**src/rtl/core/bls_pkg.sv**
```systemverilog
`timescale 1ns / 1ps

package bls_pkg;

    // Default width of the line counter
    localparam int LINE_BITS_DEF = 16;

    // Scanner mode codes
    localparam logic [2:0] MODE_CODE  = 3'd0;
    localparam logic [2:0] MODE_STR   = 3'd1;
    localparam logic [2:0] MODE_LINE  = 3'd2;
    localparam logic [2:0] MODE_BLOCK = 3'd3;

    // Characters of interest
    localparam logic [7:0] CH_NL     = 8'h0A;
    localparam logic [7:0] CH_QUOTE  = 8'h22;
    localparam logic [7:0] CH_STAR   = 8'h2A;
    localparam logic [7:0] CH_SLASH  = 8'h2F;
    localparam logic [7:0] CH_BSLASH = 8'h5C;
    localparam logic [7:0] CH_LBRACE = 8'h7B;

    // Result flags from the scanner to the output stage
    typedef struct packed {
        logic emit;
        logic brace;
    } t_scan_res;

endpackage

```
**src/rtl/core/bls_scanner.sv**
```systemverilog
`timescale 1ns / 1ps

module bls_scanner
    import bls_pkg::*;
#(
    parameter int LINE_BITS = LINE_BITS_DEF
) (
    input  logic                 i_clk,
    input  logic                 i_rst_n,
    input  logic                 i_step,
    input  logic [7:0]           i_byte,
    input  logic                 i_last,
    output t_scan_res            o_res,
    output logic [LINE_BITS-1:0] o_line
);

    logic [2:0]           r_mode, n_mode;
    logic                 r_held, n_held;
    logic [LINE_BITS-1:0] r_line, n_line;
    logic                 r_done, n_done;

    always_comb begin
        logic                 cont;
        logic                 bump;
        logic                 brace;
        logic [2:0]           mode;
        logic [LINE_BITS-1:0] line_out;
        n_mode   = r_mode;
        n_held   = r_held;
        n_line   = r_line;
        n_done   = r_done;
        cont     = 1'b1;
        bump     = 1'b0;
        brace    = 1'b0;
        mode     = r_mode;
        line_out = r_line;
        o_res    = '0;

        if (r_done) begin
            // drop bytes until the end of the text
            if (i_last) begin
                n_done = 1'b0;
            end
        end else begin
            // resolve the held byte first
            if (r_held) begin
                n_held = 1'b0;
                case (mode)
                    MODE_STR: begin
                        if (i_byte == CH_QUOTE) cont = 1'b0;
                    end
                    MODE_BLOCK: begin
                        if (i_byte == CH_SLASH) mode = MODE_CODE;
                    end
                    MODE_LINE: begin
                    end
                    default: begin
                        if (i_byte == CH_SLASH) begin
                            mode = MODE_LINE;
                            cont = 1'b0;
                        end else if (i_byte == CH_STAR) begin
                            mode = MODE_BLOCK;
                            cont = 1'b0;
                        end
                    end
                endcase
            end

            if (cont) begin
                case (mode)
                    MODE_STR: begin
                        if (i_byte == CH_NL) bump = 1'b1;
                        else if (i_byte == CH_BSLASH) n_held = 1'b1;
                        else if (i_byte == CH_QUOTE) mode = MODE_CODE;
                        else if (i_byte == CH_LBRACE) brace = 1'b1;
                    end
                    MODE_LINE: begin
                        if (i_byte == CH_NL) begin
                            bump = 1'b1;
                            mode = MODE_CODE;
                        end
                    end
                    MODE_BLOCK: begin
                        if (i_byte == CH_NL) bump = 1'b1;
                        else if (i_byte == CH_STAR) n_held = 1'b1;
                    end
                    default: begin
                        if (i_byte == CH_NL) bump = 1'b1;
                        else if (i_byte == CH_QUOTE) mode = MODE_STR;
                        else if (i_byte == CH_SLASH) n_held = 1'b1;
                        else if (i_byte == CH_LBRACE) brace = 1'b1;
                    end
                endcase
            end

            // an open line comment at the end counts one more line
            if (!brace && i_last && mode == MODE_LINE) bump = 1'b1;

            if (bump && r_line != {LINE_BITS{1'b1}}) begin
                line_out = r_line + {{(LINE_BITS-1){1'b0}}, 1'b1};
            end

            n_mode = mode;
            n_line = line_out;
            o_res.emit  = brace | i_last;
            o_res.brace = brace;
            if (brace && !i_last) n_done = 1'b1;
        end

        // re-arm after the final byte
        if (i_last) begin
            n_mode = MODE_CODE;
            n_held = 1'b0;
            n_line = {{(LINE_BITS-1){1'b0}}, 1'b1};
            n_done = 1'b0;
        end

        o_line = line_out;
    end

    always_ff @(posedge i_clk) begin
        if (!i_rst_n) begin
            r_mode <= MODE_CODE;
            r_held <= 1'b0;
            r_line <= {{(LINE_BITS-1){1'b0}}, 1'b1};
            r_done <= 1'b0;
        end else if (i_step) begin
            r_mode <= n_mode;
            r_held <= n_held;
            r_line <= n_line;
            r_done <= n_done;
        end
    end

endmodule

```
**src/rtl/core/brace_line_comment_scanner.sv**
```systemverilog
`timescale 1ns / 1ps
// A byte passes the input register, then the result register, before its result
//   appears. Throughput: one byte per cycle while the output is not stalled;
//   the mode machine resolves each byte in one pass.
// Reset: synchronous, active low; clears both pipeline valids and returns the
//   scanner to code mode with the line count at one.

module brace_line_comment_scanner
    import bls_pkg::*;
#(
    parameter int LINE_BITS = LINE_BITS_DEF
) (
    input  logic                 i_clk,
    input  logic                 i_rst_n,
    input  logic                 i_in_valid,
    output logic                 o_in_stall,
    input  logic [7:0]           i_text_byte,
    input  logic                 i_last_byte,
    output logic                 o_out_valid,
    input  logic                 i_out_stall,
    output logic [LINE_BITS-1:0] o_line_number,
    output logic                 o_brace_found
);

    // Input register
    logic       r_in_valid;
    logic [7:0] r_byte;
    logic       r_last;

    // Result register
    logic                 r_out_valid;
    logic [LINE_BITS-1:0] r_line;
    logic                 r_brace;

    logic                 advance;
    logic                 out_take;
    t_scan_res            res;
    logic [LINE_BITS-1:0] res_line;

    // Advance the held byte when the result register is free or empties now
    assign out_take   = r_out_valid & ~i_out_stall;
    assign advance    = r_in_valid & (~r_out_valid | ~i_out_stall);
    // Stall input only while a byte is held and cannot advance
    assign o_in_stall = r_in_valid & ~advance;

    bls_scanner #(
        .LINE_BITS(LINE_BITS)
    ) u_scanner (
        .i_clk   (i_clk),
        .i_rst_n (i_rst_n),
        .i_step  (advance),
        .i_byte  (r_byte),
        .i_last  (r_last),
        .o_res   (res),
        .o_line  (res_line)
    );

    always_ff @(posedge i_clk) begin
        if (!i_rst_n) begin
            r_in_valid <= 1'b0;
        end else if (!o_in_stall) begin
            r_in_valid <= i_in_valid;
        end
    end

    // Hold the payload while stalled; load on every open cycle
    always_ff @(posedge i_clk) begin
        if (!o_in_stall) begin
            r_byte <= i_text_byte;
            r_last <= i_last_byte;
        end
    end

    always_ff @(posedge i_clk) begin
        if (!i_rst_n) begin
            r_out_valid <= 1'b0;
        end else if (advance && res.emit) begin
            r_out_valid <= 1'b1;
        end else if (out_take) begin
            r_out_valid <= 1'b0;
        end
    end

    always_ff @(posedge i_clk) begin
        if (advance && res.emit) begin
            r_line  <= res_line;
            r_brace <= res.brace;
        end
    end

    assign o_out_valid   = r_out_valid;
    assign o_line_number = r_line;
    assign o_brace_found = r_brace;

endmodule
```
**config.mk**
```make
export PLATFORM = sky130hd
export DESIGN_NAME = brace_line_comment_scanner
export DESIGN_NICKNAME = d
export VERILOG_FILES = /design/src/rtl/core/bls_pkg.sv /design/src/rtl/core/bls_scanner.sv /design/src/rtl/core/brace_line_comment_scanner.sv
export SDC_FILE = /design/constraint.sdc
export NUM_CORES = 1
export LEC_CHECK = 0
export BUFFER_PORTS_ARGS = -buffer_cell sky130_fd_sc_hd__buf_2
export CAP_MARGIN = 20
export CORE_ASPECT_RATIO = 1.1
export CORE_UTILIZATION = 58
export DETAILED_ROUTE_END_ITERATION = 12
export PLACE_DENSITY_LB_ADDON = 0.08
export SYNTH_ARGS = -nofsm -noshare
export SYNTH_HDL_FRONTEND = slang
export SYNTH_HIERARCHICAL = 1
export SYNTH_SLANG_ARGS = --single-unit
```
**constraint.sdc**
```tcl
create_clock -name i_clk -period 3.16 [get_ports i_clk]
set_input_delay 0.474 -clock i_clk [delete_from_list [all_inputs] [get_ports i_clk]]
set_output_delay 0.474 -clock i_clk [all_outputs]
set_load 0.05 [all_outputs]
```
==> run summary, run 1 <==
run status - complete, no violations
first-pass GRT wire length - 10,000 um
final worst clock skew - 9.13 ps
cell-internal power - 860 uW
async set-or-reset flop fraction in the synthesized netlist - 0
end of the worst register-to-register path - o_line_number[3]
sequential share of the synthesized area - 0.445
DRT antenna net count - 0
share of the clock period used by the worst path - 0.948
launch point of the worst path - r_byte[6]
CP arrival - 3050 ps
minimum clock period after layout - 2990 ps
number of distinct standard cells referenced by the synthesized netlist - 62
Syn-to-layout area delta - 11.4%
Most used DFF post-synth - edfxtp_1
reg2reg setup slack - 170 ps
critical path capture point - o_line_number[3]
proportion of total power due to net switching - 0.244
max_cap viols - 0
worst-path maximum fanout - 7
headroom to the max-slew limit - 0.334
total congestion overflow after global routing - 0
total DRC errors in the routed layout - 0
post-route met1 wirelength - 2640 um
length in cells of the worst reg-to-reg path - 6
met2 wirelength from detailed routing - 3350 um
horizontal die dimension - 68.1 um
buffers inserted by post-CTS timing repair - 0
Synth Instances - 298
gp weighted congestion - 0.964
TritonCTS clock tree - built
HPWL after detailed placement - 4600 um
number of antenna violations at the first check in global routing - 0
final count of pins violating max slew - 0
first-iteration detailed-routing DRC count - 292
static leakage - 1.10 nW
iteration count of the initial detailed-routing pass - 6
maximum count of clock buffers along a single path - 2
number of placed cells counting well taps - 374
Num CTS Buffers - 5
Top Ports - 32
relative contribution of combinational cells to total power - 0.074
ant diodes - 0
proportion of power drawn by the clock network - 0.318
Setup violations, final - 0
r2r startpoint - r_byte[6]
DR vias/cell - 6.47
fmax - 334 MHz
worst hold-check path type - input pin to flop
startpoint kind of the worst setup timing path - flop
synthesized area per cell - 9.36 um2
share of post-route cells with drive strength above 1 - 0.175
Routed Wire Length - 6400 um
vias in the first global route - 2,122
commonest non-fill, non-tap cells in the layout - 31 x nand2_1, 31 x buf_2, 26 x edfxtp_1
unrepaired setup endpoints after global routing - false
cell row count - 26
Final Hold Viols - 0
DR WL/cell - 16.8 um
number of synthesized flops with an enable pin - 26
Seq cells post-synth - 49
highest metal used - met4
clock network latency to the later pin of the worst-skew pair - 300 ps
post-synth net total - 312
Core Box Area - 0.00462 mm2
TritonCTS sink count - 49
clock-pin slew on the worst setup and hold paths - 90 ps
required time at the worst-slack endpoint - 3210 ps
Slew @ Worst Pin - 992 ps
hold_sp - i_text_byte[2]
classification of the worst setup path - flop to flop
crit path capture type - flop
Netlist Area Pre-Place - 0.00279 mm2
Cell Pwr Density - 366 mW/mm2
proportion of power drawn by flip-flops and latches - 0.608
largest net degree at the start of global routing - 28
number of nets at the end of the flow - 339
net switching power of the design - 278 uW
count of warnings emitted by yosys - 6
clock root cell - clkbuf_8
post-layout instance count excluding filler cells - 382
Die Ht - 74.7 um
met3 wire length - 310 um
overall routing resource usage - 0.263
IR Drop Worst-Case VDD - 0.254 mV
starting density of the core - 0.604
setup tns final - 0 ps
Total Die Area - 0.00509 mm2
port buffer count - 31
H-Tree Depth - 2
total via count in the routed design - 2,473
-- state kept, by name, summed over array words and instances (netlist names), 3 cells and up --
register	count
r_byte	8
o_line_number	16
u_scanner/r_mode	3
u_scanner/r_line	16
-- power by group through the flow --
stage	logic [mW]	clock network, mW	registers [mW]
2_1_floorplan	0.0418	0	0.718
3_3_place_gp	0.0825	0	0.706
3_5_place_dp	0.0829	0	0.707
4_1_cts	0.0829	0.369	0.692
5_1_grt	0.0902	0.394	0.695
6_report	0.0842	0.362	0.692
-- kinds of logic after synthesis --
kind of cell             share of synthesized area
multiplexers                               0.00404
adder cells (fa/ha/maj)                    0.00449
flip-flops                                   0.445
buffers and inverters                       0.0475
AO/OA/AOI/OAI                                0.199
AND/OR/NAND/NOR                              0.249
XOR/XNOR                                    0.0502
-- layer usage --
metal,track usage,up-vias
li1,-,1201
met1,0.319,1160
met2,0.446,100
met3,0.0530,12
met4,0.120,0
met5,0,-
-- Yosys cell counts, drive strengths merged, types with 4 or more instances --
cell	n	area [um2]
nand2	31	116
edfxtp	26	781
dfxtp	23	460
nor2	18	67.6
clkbuf	17	65.1
nand3	14	75.1
inv	13	48.8
nand4	11	68.8
xnor2	11	96.3
a21oi	10	50.1
nor3	9	45.0
and3	8	50.1
o211ai	7	52.6
o21ai	6	30.0
o311ai	6	52.6
a31oi	5	31.3
a41o	5	50.1
and2	5	31.3
nand2b	5	31.3
xor2	5	43.8
or3	4	25.0
-- how the worst min path moves through the flow --
stage,to,depth (start not counted)
floorplan,u_scanner/r_mode[1],2
global placement,o_out_valid,2
detailed placement,o_out_valid,2
CTS,r_byte[5],1
global route,r_byte[4],1
finish,r_byte[2],1
-- final cells by class --
class	count	area [um2]
clock inverter	2	13.8
sequential	49	1240
fill	381	1510
timing repair buffer	40	235
tap	56	70.1
clock buffer	6	72.6
inverter	14	52.6
multi-input combinational	215	1420
-- through the flow --
| step | instance area (um2) | util | hold slack (ps) | power, mW | worst slack [ps] |
|---|---|---|---|---|---|
| final | 3110 | 0.673 | 345 | 1.14 | 165 |
| after global routing | 3110 | 0.673 | 330 | 1.18 | 57.2 |
| after CTS | 3100 | 0.671 | 337 | 1.14 | 171 |
| after detailed placement | 3010 | 0.652 | 517 | 0.790 | 177 |
| after global placement | 3010 | 0.652 | 512 | 0.789 | 246 |
| after floorplan | 2790 | - | 480 | 0.760 | 268 |
-- repair_timing --
item,in CTS,in global routing
setup endpoints to repair,0,5
hold buffers,0,0
resized for setup,0,2
-- critical path, cell delays in order (launching register included) --
cell,delay [ps]
edfxtp_1,450
or4b_1,620
o41a_1,450
a211o_1,330
o31a_1,350
or3_1,410
xnor2_1,140
(Power assumes the default switching activity.)
==> run 2, diff against run 1 <==
- SYNTH_HIERARCHICAL: 1 -> unset
==> run summary, run 2 <==
run status - complete, but fails checks
violations in the final reports - negative setup slack
net switching power of the design - 275 uW
Total Die Area - 0.00484 mm2
fill cell count - 287
static leakage - 1.24 nW
cell-internal power - 887 uW
headroom to the max-slew limit - 0.618
Netlist Area Pre-Place - 0.00265 mm2
Cell Pwr Density - 353 mW/mm2
Seq cells post-synth - 49
worst setup slack after layout - -48.9 ps
maximum count of clock buffers along a single path - 2
Most used DFF post-synth - edfxtp_1
largest net degree at the start of global routing - 18
proportion of power drawn by the clock network - 0.337
final count of pins violating max slew - 0
IR Drop Worst-Case VDD - 0.348 mV
setup tns final - -150 ps
CP arrival - 3260 ps
starting density of the core - 0.609
overall routing resource usage - 0.292
classification of the worst setup path - flop to flop
share of the clock period used by the worst path - 1.02
post-layout total power - 1.16 mW
clock-pin slew on the worst setup and hold paths - 90 ps
list of most frequent post-synthesis cells - 42 x nand2_1, 26 x edfxtp_1, 23 x dfxtp_1
share of post-route cells with drive strength above 1 - 0.271
minimum clock period after layout - 3210 ps
HPWL after detailed placement - 4490 um
fmax - 312 MHz
Layout Cell Area excl Fill - 0.00329 mm2
area used by multi-input combinational logic - 0.00140 mm2
most common cell after layout, fill and taps aside - nand2_1
leading area contributor after synthesis - edfxtp_1
Synth Instances - 278
multiplexer share of the synthesized area - 0
unrepaired setup endpoints after global routing - true
dominant combinational cell family by area after synthesis - simple AND/OR/NAND/NOR gates
ant diodes - 0
relative contribution of combinational cells to total power - 0.074
post-synth net total - 292
worst slack at placement - -81.9 ps
area share of xor/xnor cells in the synthesized design - 0.0529
count of warnings emitted by yosys - 0
vias in the first global route - 2,277
TritonCTS sink count - 49
fraction of the mapped netlist area in compound gates - 0.200
gp weighted congestion - 0.908
synthesized area per cell - 9.53 um2
dominant cell by count in the synthesized netlist - nand2_1
area share of the leading cell type in the synthesized netlist - 0.295
total congestion overflow after global routing - 0
iteration count of the initial detailed-routing pass - 4
Num CTS Buffers - 5
top cells by area in the synthesized netlist - edfxtp_1 29%, dfxtp_1 17%, nand2_1 6.0%
cell row count - 25
max_cap viols - 0
number of antenna violations at the first check in global routing - 0
total via count in the routed design - 2,482
worst slack on hold paths - 345 ps
crit path capture type - flop
proportion of power drawn by flip-flops and latches - 0.589
clock network latency to the later pin of the worst-skew pair - 310 ps
required time at the worst-slack endpoint - 3210 ps
first-pass GRT wire length - 10,700 um
commonest non-fill, non-tap cells in the layout - 40 x nand2_1, 31 x buf_2, 29 x buf_4
first-iteration detailed-routing DRC count - 395
Top Ports - 32
clock root cell - clkbuf_8
area taken by flip-flops and latches - 0.00124 mm2
worst hold-check path type - input pin to flop
DR vias/cell - 6.32
Final Hold Viols - 0
DR WL/cell - 17.7 um
port buffer count - 31
Slew @ Worst Pin - 568 ps
DRT antenna net count - 0
worst-path maximum fanout - 9
total DRC errors in the routed layout - 0
horizontal die dimension - 66.4 um
sequential share of the synthesized area - 0.469
async set-or-reset flop fraction in the synthesized netlist - 0
Core Box Area - 0.00435 mm2
Syn-to-layout area delta - 24.2%
startpoint kind of the worst setup timing path - flop
placement-stage cell area - 0.00302 mm2
simple-gate share of the synthesized area - 0.239
Die Ht - 72.9 um
number of nets at the end of the flow - 352
Setup violations, final - 7
number of synthesized flops with an enable pin - 26
proportion of total power due to net switching - 0.237
Routed Wire Length - 6950 um
TritonCTS clock tree - built
number of distinct standard cells referenced by the synthesized netlist - 59
adder-cell area share of the yosys netlist - 0.00472
H-Tree Depth - 2
final worst clock skew - 10.1 ps
run 2: cell types whose count changed in the layout (fill, tap and decap cells not counted), sizes merged, moves of 4 or more:
cell    change
a21o        +5
a31oi       +7
a41o        -4
nand4       -5
nor4        +5
o311ai      -5
inv         -5
nand3       -4
a211oi      +4
buf        +23
a211o       +4
nand2      +11
a21oi       -4
run 2: layout make-up:
cell class | instances | share of cell area
multi-input combinational | 210 | 0.425
sequential | 49 | 0.377
timing repair buffer | 64 | 0.139
clock buffer | 6 | 0.0251
tap | 54 | 0.0205
inverter | 8 | 0.00913
clock inverter | 2 | 0.00380
run 2: worst paths after layout:
| check | end | cells past startpoint | startpoint | slack [ps] |
|---|---|---|---|---|
| worst max register to register | o_line_number[12] | 9 | r_byte[6] | -50 |
| worst min register to register | u_scanner.r_line[13] | 1 | u_scanner.r_line[13] | 550 |
| worst max-delay path | o_line_number[12] | 9 | r_byte[6] | -50 |
| worst min-delay path | r_byte[4] | 1 | i_text_byte[4] | 350 |
run 2: metrics by stage:
stage | util | std cells
6_report | 0.757 | 393
5_1_grt | 0.757 | 393
4_1_cts | 0.727 | 386
3_5_place_dp | 0.695 | 377
3_3_place_gp | 0.695 | 377
2_1_floorplan | - | 278
run 2: timing repair:
item,CTS,global route
buffers inserted,0,6
cloned,1,1
setup endpoints to repair,15,35
hold buffers,0,0
gates resized for setup,3,15
pin swaps,1,14
run 2: power by group through the flow:
| stage | clock network, mW | logic [mW] | registers (mW) |
|---|---|---|---|
| after global routing | 0.414 | 0.0925 | 0.685 |
| final | 0.392 | 0.0864 | 0.684 |
| after CTS | 0.398 | 0.0817 | 0.684 |
| after global placement | 0 | 0.0796 | 0.697 |
| after detailed placement | 0 | 0.0805 | 0.698 |
| after floorplan | 0 | 0.0312 | 0.712 |
run 2: cells by family after synthesis:
family,after synthesis
buffers and inverters,19
AO/OA/AOI/OAI,71
AND/OR/NAND/NOR,122
adder cells (fa/ha/maj),1
XOR/XNOR,16
flip-flops,49
run 2: routing by layer:
| metal | part of all wire | up-vias | wire [um] | GRT usage |
|---|---|---|---|---|
| met5 | 0 | - | 0 | 0 |
| met4 | 0.020 | 0 | 142 | 0.0946 |
| met3 | 0.062 | 13 | 433 | 0.0438 |
| met2 | 0.49 | 117 | 3410 | 0.469 |
| met1 | 0.43 | 1171 | 2960 | 0.404 |
| li1 | - | 1181 | - | - |
run 2: worst max-delay path, cell delays in order (launching register included):
cell and delay, ps:
edfxtp_1 410, or4b_4 590, or4_4 520, o21ai_1 130, a21bo_2 270, a221oi_4 340
or2_4 240, buf_12 140, nand4_2 150, xnor2_1 180
